<file path="src/rtl/tcw_pkg.sv">
// Shared types and constants for the text console character writer.
// Holds screen geometry, request and character codes, item structs and
// the command/status structs between controller and datapath.
package tcw_pkg;

    // Screen geometry
    localparam int COLUMNS = 80;
    localparam int ROWS    = 25;
    localparam int CELLS   = COLUMNS * ROWS;

    // Field widths
    localparam int COL_W  = 7;
    localparam int ROW_W  = 5;
    localparam int CELL_W = 16;
    localparam int ADDR_W = $clog2(CELLS);
    localparam int CNT_W  = $clog2(CELLS + 1);

    // Request codes
    localparam logic [1:0] REQ_PUT   = 2'd0;
    localparam logic [1:0] REQ_CLEAR = 2'd1;
    localparam logic [1:0] REQ_READ  = 2'd2;

    // Character and attribute constants
    localparam logic [7:0] CH_NEWLINE   = 8'h0A;
    localparam logic [7:0] CH_BACKSPACE = 8'h08;
    localparam logic [7:0] CH_SPACE     = 8'h20;
    localparam logic [7:0] RESET_ATTR   = 8'h0F;

    // Memory operation codes
    typedef logic [2:0] t_mem_op;
    localparam t_mem_op MOP_NONE   = 3'd0;
    localparam t_mem_op MOP_PUT    = 3'd1;
    localparam t_mem_op MOP_BS     = 3'd2;
    localparam t_mem_op MOP_READ   = 3'd3;
    localparam t_mem_op MOP_INIT   = 3'd4;
    localparam t_mem_op MOP_CLEAR  = 3'd5;
    localparam t_mem_op MOP_SCROLL = 3'd6;

    // Cursor operation codes
    typedef logic [2:0] t_cur_op;
    localparam t_cur_op COP_HOLD   = 3'd0;
    localparam t_cur_op COP_ADV    = 3'd1;
    localparam t_cur_op COP_BACK   = 3'd2;
    localparam t_cur_op COP_LINE   = 3'd3;
    localparam t_cur_op COP_HOME   = 3'd4;
    localparam t_cur_op COP_BOTTOM = 3'd5;

    typedef struct packed {
        logic [1:0]       req_type;
        logic [7:0]       char_code;
        logic [7:0]       attr;
        logic [ROW_W-1:0] read_row;
        logic [COL_W-1:0] read_col;
    } t_in_item;

    typedef struct packed {
        logic [COL_W-1:0] cursor_col;
        logic [ROW_W-1:0] cursor_row;
        logic [7:0]       cell_char;
        logic [7:0]       cell_attr;
        logic             scrolled;
    } t_out_item;

    typedef struct packed {
        logic    load_item;
        logic    cnt_clr;
        logic    cnt_inc;
        t_mem_op mem_op;
        t_cur_op cur_op;
        logic    scr_set;
        logic    out_load;
    } t_dp_cmd;

    typedef struct packed {
        logic [1:0] req;
        logic       is_nl;
        logic       is_bs;
        logic       col_zero;
        logic       col_full;
        logic       row_last;
        logic       fill_end;
        logic       scroll_end;
        logic       out_free;
    } t_dp_stat;

endpackage

</file>
<file path="src/rtl/tcw_ctrl.sv">
// Controller state machine of the text console writer.
// Drives tcw_dp through tcw_pkg::t_dp_cmd and reads tcw_pkg::t_dp_stat.
module tcw_ctrl (
    input  logic              i_clk,
    input  logic              i_rst_n,
    input  logic              i_in_valid,
    output logic              o_in_ready,
    input  tcw_pkg::t_dp_stat i_stat,
    output tcw_pkg::t_dp_cmd  o_cmd
);

    localparam logic [2:0] ST_INIT   = 3'd0;
    localparam logic [2:0] ST_IDLE   = 3'd1;
    localparam logic [2:0] ST_EXEC   = 3'd2;
    localparam logic [2:0] ST_SCROLL = 3'd3;
    localparam logic [2:0] ST_CLEAR  = 3'd4;
    localparam logic [2:0] ST_RDWAIT = 3'd5;
    localparam logic [2:0] ST_DONE   = 3'd6;

    logic [2:0]       r_state, n_state;
    tcw_pkg::t_dp_cmd cmd;
    logic             w_ready;

    always_comb begin
        cmd     = '0;
        w_ready = 1'b0;
        n_state = r_state;
        unique case (r_state)
            // fill the store with blanks after reset
            ST_INIT: begin
                cmd.mem_op  = tcw_pkg::MOP_INIT;
                cmd.cnt_inc = 1'b1;
                if (i_stat.fill_end) begin
                    cmd.cnt_clr = 1'b1;
                    n_state     = ST_IDLE;
                end
            end
            ST_IDLE: begin
                w_ready = 1'b1;
                if (i_in_valid) begin
                    cmd.load_item = 1'b1;
                    cmd.cnt_clr   = 1'b1;
                    n_state       = ST_EXEC;
                end
            end
            ST_EXEC: begin
                unique case (i_stat.req)
                    tcw_pkg::REQ_PUT: begin
                        if (i_stat.is_nl || (!i_stat.is_bs && i_stat.col_full)) begin
                            // line advance; the last row scrolls instead
                            if (i_stat.row_last) begin
                                cmd.scr_set = 1'b1;
                                cmd.cnt_clr = 1'b1;
                                n_state     = ST_SCROLL;
                            end else begin
                                cmd.cur_op = tcw_pkg::COP_LINE;
                                if (i_stat.is_nl) begin
                                    if (i_stat.out_free) begin
                                        cmd.out_load = 1'b1;
                                        n_state      = ST_IDLE;
                                    end else begin
                                        n_state = ST_DONE;
                                    end
                                end
                            end
                        end else begin
                            if (i_stat.is_bs) begin
                                if (!i_stat.col_zero) begin
                                    cmd.mem_op = tcw_pkg::MOP_BS;
                                    cmd.cur_op = tcw_pkg::COP_BACK;
                                end
                            end else begin
                                cmd.mem_op = tcw_pkg::MOP_PUT;
                                cmd.cur_op = tcw_pkg::COP_ADV;
                            end
                            if (i_stat.out_free) begin
                                cmd.out_load = 1'b1;
                                n_state      = ST_IDLE;
                            end else begin
                                n_state = ST_DONE;
                            end
                        end
                    end
                    tcw_pkg::REQ_CLEAR: begin
                        cmd.cnt_clr = 1'b1;
                        n_state     = ST_CLEAR;
                    end
                    tcw_pkg::REQ_READ: begin
                        cmd.mem_op = tcw_pkg::MOP_READ;
                        n_state    = ST_RDWAIT;
                    end
                    default: begin
                        if (i_stat.out_free) begin
                            cmd.out_load = 1'b1;
                            n_state      = ST_IDLE;
                        end else begin
                            n_state = ST_DONE;
                        end
                    end
                endcase
            end
            // shift rows up, blank the bottom row
            ST_SCROLL: begin
                cmd.mem_op  = tcw_pkg::MOP_SCROLL;
                cmd.cnt_inc = 1'b1;
                if (i_stat.scroll_end) begin
                    cmd.cur_op  = tcw_pkg::COP_BOTTOM;
                    cmd.cnt_clr = 1'b1;
                    if (!i_stat.is_nl) begin
                        n_state = ST_EXEC;
                    end else if (i_stat.out_free) begin
                        cmd.out_load = 1'b1;
                        n_state      = ST_IDLE;
                    end else begin
                        n_state = ST_DONE;
                    end
                end
            end
            ST_CLEAR: begin
                cmd.mem_op  = tcw_pkg::MOP_CLEAR;
                cmd.cnt_inc = 1'b1;
                if (i_stat.fill_end) begin
                    cmd.cur_op  = tcw_pkg::COP_HOME;
                    cmd.cnt_clr = 1'b1;
                    if (i_stat.out_free) begin
                        cmd.out_load = 1'b1;
                        n_state      = ST_IDLE;
                    end else begin
                        n_state = ST_DONE;
                    end
                end
            end
            ST_RDWAIT: begin
                if (i_stat.out_free) begin
                    cmd.out_load = 1'b1;
                    n_state      = ST_IDLE;
                end else begin
                    n_state = ST_DONE;
                end
            end
            // result register still occupied
            ST_DONE: begin
                if (i_stat.out_free) begin
                    cmd.out_load = 1'b1;
                    n_state      = ST_IDLE;
                end
            end
            default: begin
                n_state = ST_IDLE;
            end
        endcase
    end

    always_ff @(posedge i_clk) begin
        if (!i_rst_n) begin
            r_state <= ST_INIT;
        end else begin
            r_state <= n_state;
        end
    end

    assign o_cmd      = cmd;
    assign o_in_ready = w_ready;

endmodule

</file>
<file path="config.mk">
export PLATFORM = sky130hd
export DESIGN_NAME = tcw_ctrl
export DESIGN_NICKNAME = d
export VERILOG_FILES = /design/src/rtl/tcw_pkg.sv /design/src/rtl/tcw_ctrl.sv
export SDC_FILE = /design/constraint.sdc
export NUM_CORES = 1
export LEC_CHECK = 0
export ABC_AREA = 1
export BUFFER_PORTS_ARGS = -buffer_cell sky130_fd_sc_hd__buf_2
export CAP_MARGIN = 20
export CORE_MARGIN = 5
export CORE_UTILIZATION = 35
export CTS_CLUSTER_SIZE = 8
export DETAILED_ROUTE_END_ITERATION = 8
export GPL_ROUTABILITY_DRIVEN = 0
export GPL_TIMING_DRIVEN = 0
export MAX_ROUTING_LAYER = met4
export PLACE_DENSITY = 0.58
export SLEW_MARGIN = 5
export SYNTH_ARGS = -nofsm -noshare
export SYNTH_HDL_FRONTEND = slang
export SYNTH_SLANG_ARGS = --single-unit
</file>
<file path="constraint.sdc">
create_clock -name i_clk -period 1.7 [get_ports i_clk]
set_input_delay 0.34 -clock i_clk [delete_from_list [all_inputs] [get_ports i_clk]]
set_output_delay 0.34 -clock i_clk [all_outputs]
set_load 0.01 [all_outputs]
</file>
# --- After elaboration in Yosys (flattened, before gate mapping) ---
# Cells that the tools add are included.
totals:
  ff_bits: 3
  latch_bits: 0
  ramBits: 0
  rom_bits: 0
  in_bits: 13
  wordCells: 67
  memories: 0
classes:
  addsub: 0
  multipliers: 0
  div_mod_pow: 0
  magnitude_cmp: 0
  eq_ne: 14
  shifts: 0
  mux: 42
  bitwise_logic: 0
  reduce_logical: 10
ops:
  columns: ["operator", "n"]
  rows:
  - ["$mux 3", 14]
  - ["$pmux 3 s7", 1]
  - ["$pmux 3 s3", 2]
  - ["$mux 1", 14]
  - ["$pmux 3 s4", 1]
  - ["$ne 2x2->1 const B", 5]
  - ["$eq 3x3->1 const B", 3]
  - ["$pmux 1 s4", 2]
  - ["$eq 3x2->1 const B", 2]
  - ["$mux 6", 1]
  - ["$pmux 3 s2", 1]
  - ["$reduce_and 6->1", 1]
  - ["$reduce_or 2->1", 3]
  - ["$mux 5", 1]
  - ["$ne 5x5->1 const B", 1]
  - ["$mux 2", 2]
  - ["$mux 4", 1]
  - ["$pmux 1 s2", 2]
  - ["$eq 3x1->1 const B", 1]
  - ["$logic_not 3->1", 1]
  - ["$reduce_or 3->1", 1]
  - ["$eq 2x1->1 const B", 1]
  - ["$eq 2x2->1 const B", 1]
  - ["$logic_not 2->1", 1]
  - ["other kinds (3)", 3]

# --- Depth between registers and ports, before layout ---
depth:
  ltp_word: 6
  depth_mapped: 11
  depth_no_buf: 11

# --- Worst setup path after synthesis ---
# No wires, ideal clock.
synth_path:
  path_type: "input to output"
  startpoint: "in i_stat[8] (netlist name)"
  endpoint: "out o_cmd[0] (netlist name)"
  arrival_ns: 1.137
  required_time_ns: 1.360
  setup_slack_ns: 0.223
  stages: 8
  path_buffers: 0
  path_cell_list: "inv_1 ha_1 nand3_4 nor2_1 o21ai_0 nand4_1 nand2_1 inv_1"
synth_rtl:
  columns: ["item", "line_no", "text"]
  rows:
  - ["from (decl)", "tcw_ctrl.sv:8", "input tcw_pkg::t_dp_stat i_stat,"]
  - ["to (decl)", "tcw_ctrl.sv:9", "output tcw_pkg::t_dp_cmd o_cmd"]

==> summary.txt <==
Pwr
  • Total net switching power: 484 uW
  • Internal Power: 501 uW
  • Static leakage: 0.000555 uW
  • VDD IR max: 0.922 mV
  • Sequential share of power: 0.147
  • Clock network power share: 0.121
  • Sw frac: 0.491
  • Combinational share of power: 0.732
  • PD cells: 976 nW/um2

Synth
  • Top FF cell, synth: dfxtp_1
  • Syn_nets: 140
  • Top cells by count, synth: 38 x nand2_1, 24 x inv_1, 14 x nor2_1
  • Top cells by area, synth: nand2_1 22%, inv_1 14%, dfxtp_1 9.1%
  • Syn Area/Cell: between 5 and 6 um2
  • Yosys cell types: 22
  • EDFF count, synth: 0
  • Mapped Area: 657 um2
  • Post-Synthesis Cells: 123
  • Warnings, synthesis: 0
  • Cell taking the most area after synthesis: nand2_1
  • Cell with the most instances after synthesis: nand2_1
  • Fraction of registers with async set/reset: 0
  • Register bit total from synthesis: 3
  • Sequential area share after synthesis: 0.0914
  • Yosys top cell area share: 0.217

Drt
  • Final wirelength: 1.91 mm
  • Routed len/inst: ~10 um
  • Post-DRT Antenna Nets: 0
  • Via count: about 850
  • DRC: 0
  • Initial DRC count: 20
  • DR pass1 iterations: 4
  • Via-to-Cell Ratio: 4.58

Clock network
  • Clk sinks: 3
  • Clock root buffer master: clkbuf_4
  • Hold buffers post-CTS: 0
  • CTS H-tree depth: 1
  • Clock buffer depth: 2
  • Cts bufs inserted: 3
  • Clk_lat worst skew: 220 ps
  • Clock transition at the registers of the reported paths: 30 ps
  • CTS tree: built

Worst setup path
  • Startpoint Class: register
  • Reg2reg start: r_state[0]
  • Largest stage delay, worst path: 300 ps
  • Worst reg-to-reg path cell count: 9
  • Cells along the critical path: buf_6 -> nor2_4 -> nand3_4 -> buf_4 -> nor3_2 -> buf_2
  • Worst EP required: 1360 ps
  • Arr. time, crit path: 1360 ps
  • Crit-path slowest cell: dfxtp_1
  • Setup CP Type: reg -> out
  • Flop2flop setup slack: 230 ps
  • CP top delay family: buffers and inverters
  • RR Endpoint: r_state[0]
  • Worst Path Buf+Inv: 3
  • Crit end category: output pin
  • Largest fanout on the critical path: 8

Global route
  • GR peak layer: met2
  • Largest net degree at the start of global routing: 10
  • Tot GR Track Use: 0.140
  • Number of antenna violations at the first check in global routing: 0
  • Met3 usage: 0.0282
  • Vias in the first global route: about 760
  • Met2 Track Usage GR: 0.233
  • Overflow after GRT: 0
  • First-pass GRT wire length: roughly 3.0 mm
  • Met1 usage: 0.175

Die
  • Die Area: 2840 um2
  • Core area: 1760 um2
  • Initial Util: 0.372
  • FP Rows: 15
  • I/O pin count: 25
  • Die Wd: 53.3 um
  • Chip height: 53.3 um

Cells and area
  • Final net count: 179
  • Most flop-heavy register: r_state
  • Final instance area: slightly above 1000 um2
  • Core Util, Final: 0.572
  • P&R area growth vs syn: 53.5%
  • Share of layout cells above drive strength 1: 0.435
  • Largest regs: r_state (3)
  • Number of flip-flops in the largest register: 3
  • Final cell count without fillers: 186
  • Ant. Diodes: 0
  • Filler cells: about 200

Worst hold path
  • Worst min path class: in -> reg
  • Hold Startpoint: i_rst_n
  • Hold endpoint: r_state[0]
  • Hold depth: 3

Timing
  • Fin crit share: 1.00
  • Fmax: 588 MHz
  • Max Transition Viols Final: 0
  • Post-route setup TNS: 0 ps
  • Tmin final: 1700 ps
  • Final Hold Fails: 0
  • RSZ-0062 raised after global routing: true
  • Clock Skew: around 0.33 ps
  • Max_slew headroom: 0.761
  • Actual slew at the worst max-slew pin: 356 ps
  • Setup Viol. Count Final: 0

Placement
  • Port bufs: 24
  • Dpl cells: ~170
  • DP Area: 808 um2
  • Final HPWL DP: 1.46 mm

Run status
  • Status: complete, no violations

Run
  • Max cap viols: 0
==> cell families after synthesis <==
logic type	after synthesis	synth area share
flip-flops	3	0.0914
AND/OR/NAND/NOR	71	0.501
buffers and inverters	27	0.177
adder cells (fa/ha/maj)	4	0.0762
AO/OA/AOI/OAI	18	0.154
==> power groups by stage <==
stage,Combinational [uW],Clock [uW],Sequential [uW]
floorplan,430,0,110
global placement,606,0,113
detailed placement,603,0,112
CTS,714,126,122
global route,805,140,145
finish,720,119,145
==> per-stage QoR <==
step | setup WS, ps | hold slack (ps) | total power, uW
after floorplan | 223 | 466 | 541
after global placement | -134 | 519 | 719
after detailed placement | -113 | 512 | 715
after CTS | -23.7 | 347 | 963
after global routing | -146 | 359 | 1090
final | 0.344 | 348 | 984
==> metal layers <==
layer	share of wire	vias to the layer above
met3	0.021	0
li1	-	463
met2	0.49	13
met4	0	0
met5	0	-
met1	0.49	375
==> worst min-delay path, delay by kind of cell <==
kind,cells,cell delay (ps)
simple gates,2,90
buf+inv,1,100
==> worst max-delay path by stage <==
stage | cells past startpoint | start | end | slack [ps]
global route | 9 | r_state[2] | o_cmd[0] | -150
CTS | 9 | r_state[0] | o_cmd[0] | -20
floorplan | 8 | i_stat[8] | o_cmd[0] | 220
detailed placement | 11 | i_stat[7] | o_cmd[0] | -110
finish | 6 | r_state[2] | o_cmd[3] | 0.3
global placement | 11 | i_stat[7] | o_cmd[0] | -130
==> placed cells by master, fill, tap and decap left out, drive strengths merged, types with 3 or more instances in the layout <==
master,synthesis,layout
nor3,3,3
nand2,39,39
ha,4,4
clkbuf,0,4
o21ai,11,11
nand3,7,7
dfxtp,3,3
inv,25,25
a21oi,4,4
nand4,3,3
nor2,18,18
buf,2,36
==> layout make-up <==
class | instances | area [um2] | area share
buffer | 1 | 11.3 | 0.0112
clock buffer | 4 | 26.3 | 0.0261
inverter | 25 | 98.8 | 0.0980
multi-input combinational | 93 | 564 | 0.560
sequential | 3 | 67.6 | 0.0670
tap | 25 | 31.3 | 0.0310
timing repair buffer | 35 | 209 | 0.207
==> what timing repair did <==
| item | in CTS | in global routing |
|---|---|---|
| pin swaps | 5 | 10 |
| gates resized for setup | 21 | 15 |
| setup endpoints to repair | 4 | 5 |
| buffers inserted | 6 | 5 |
Power figures use the tool's default switching activity.
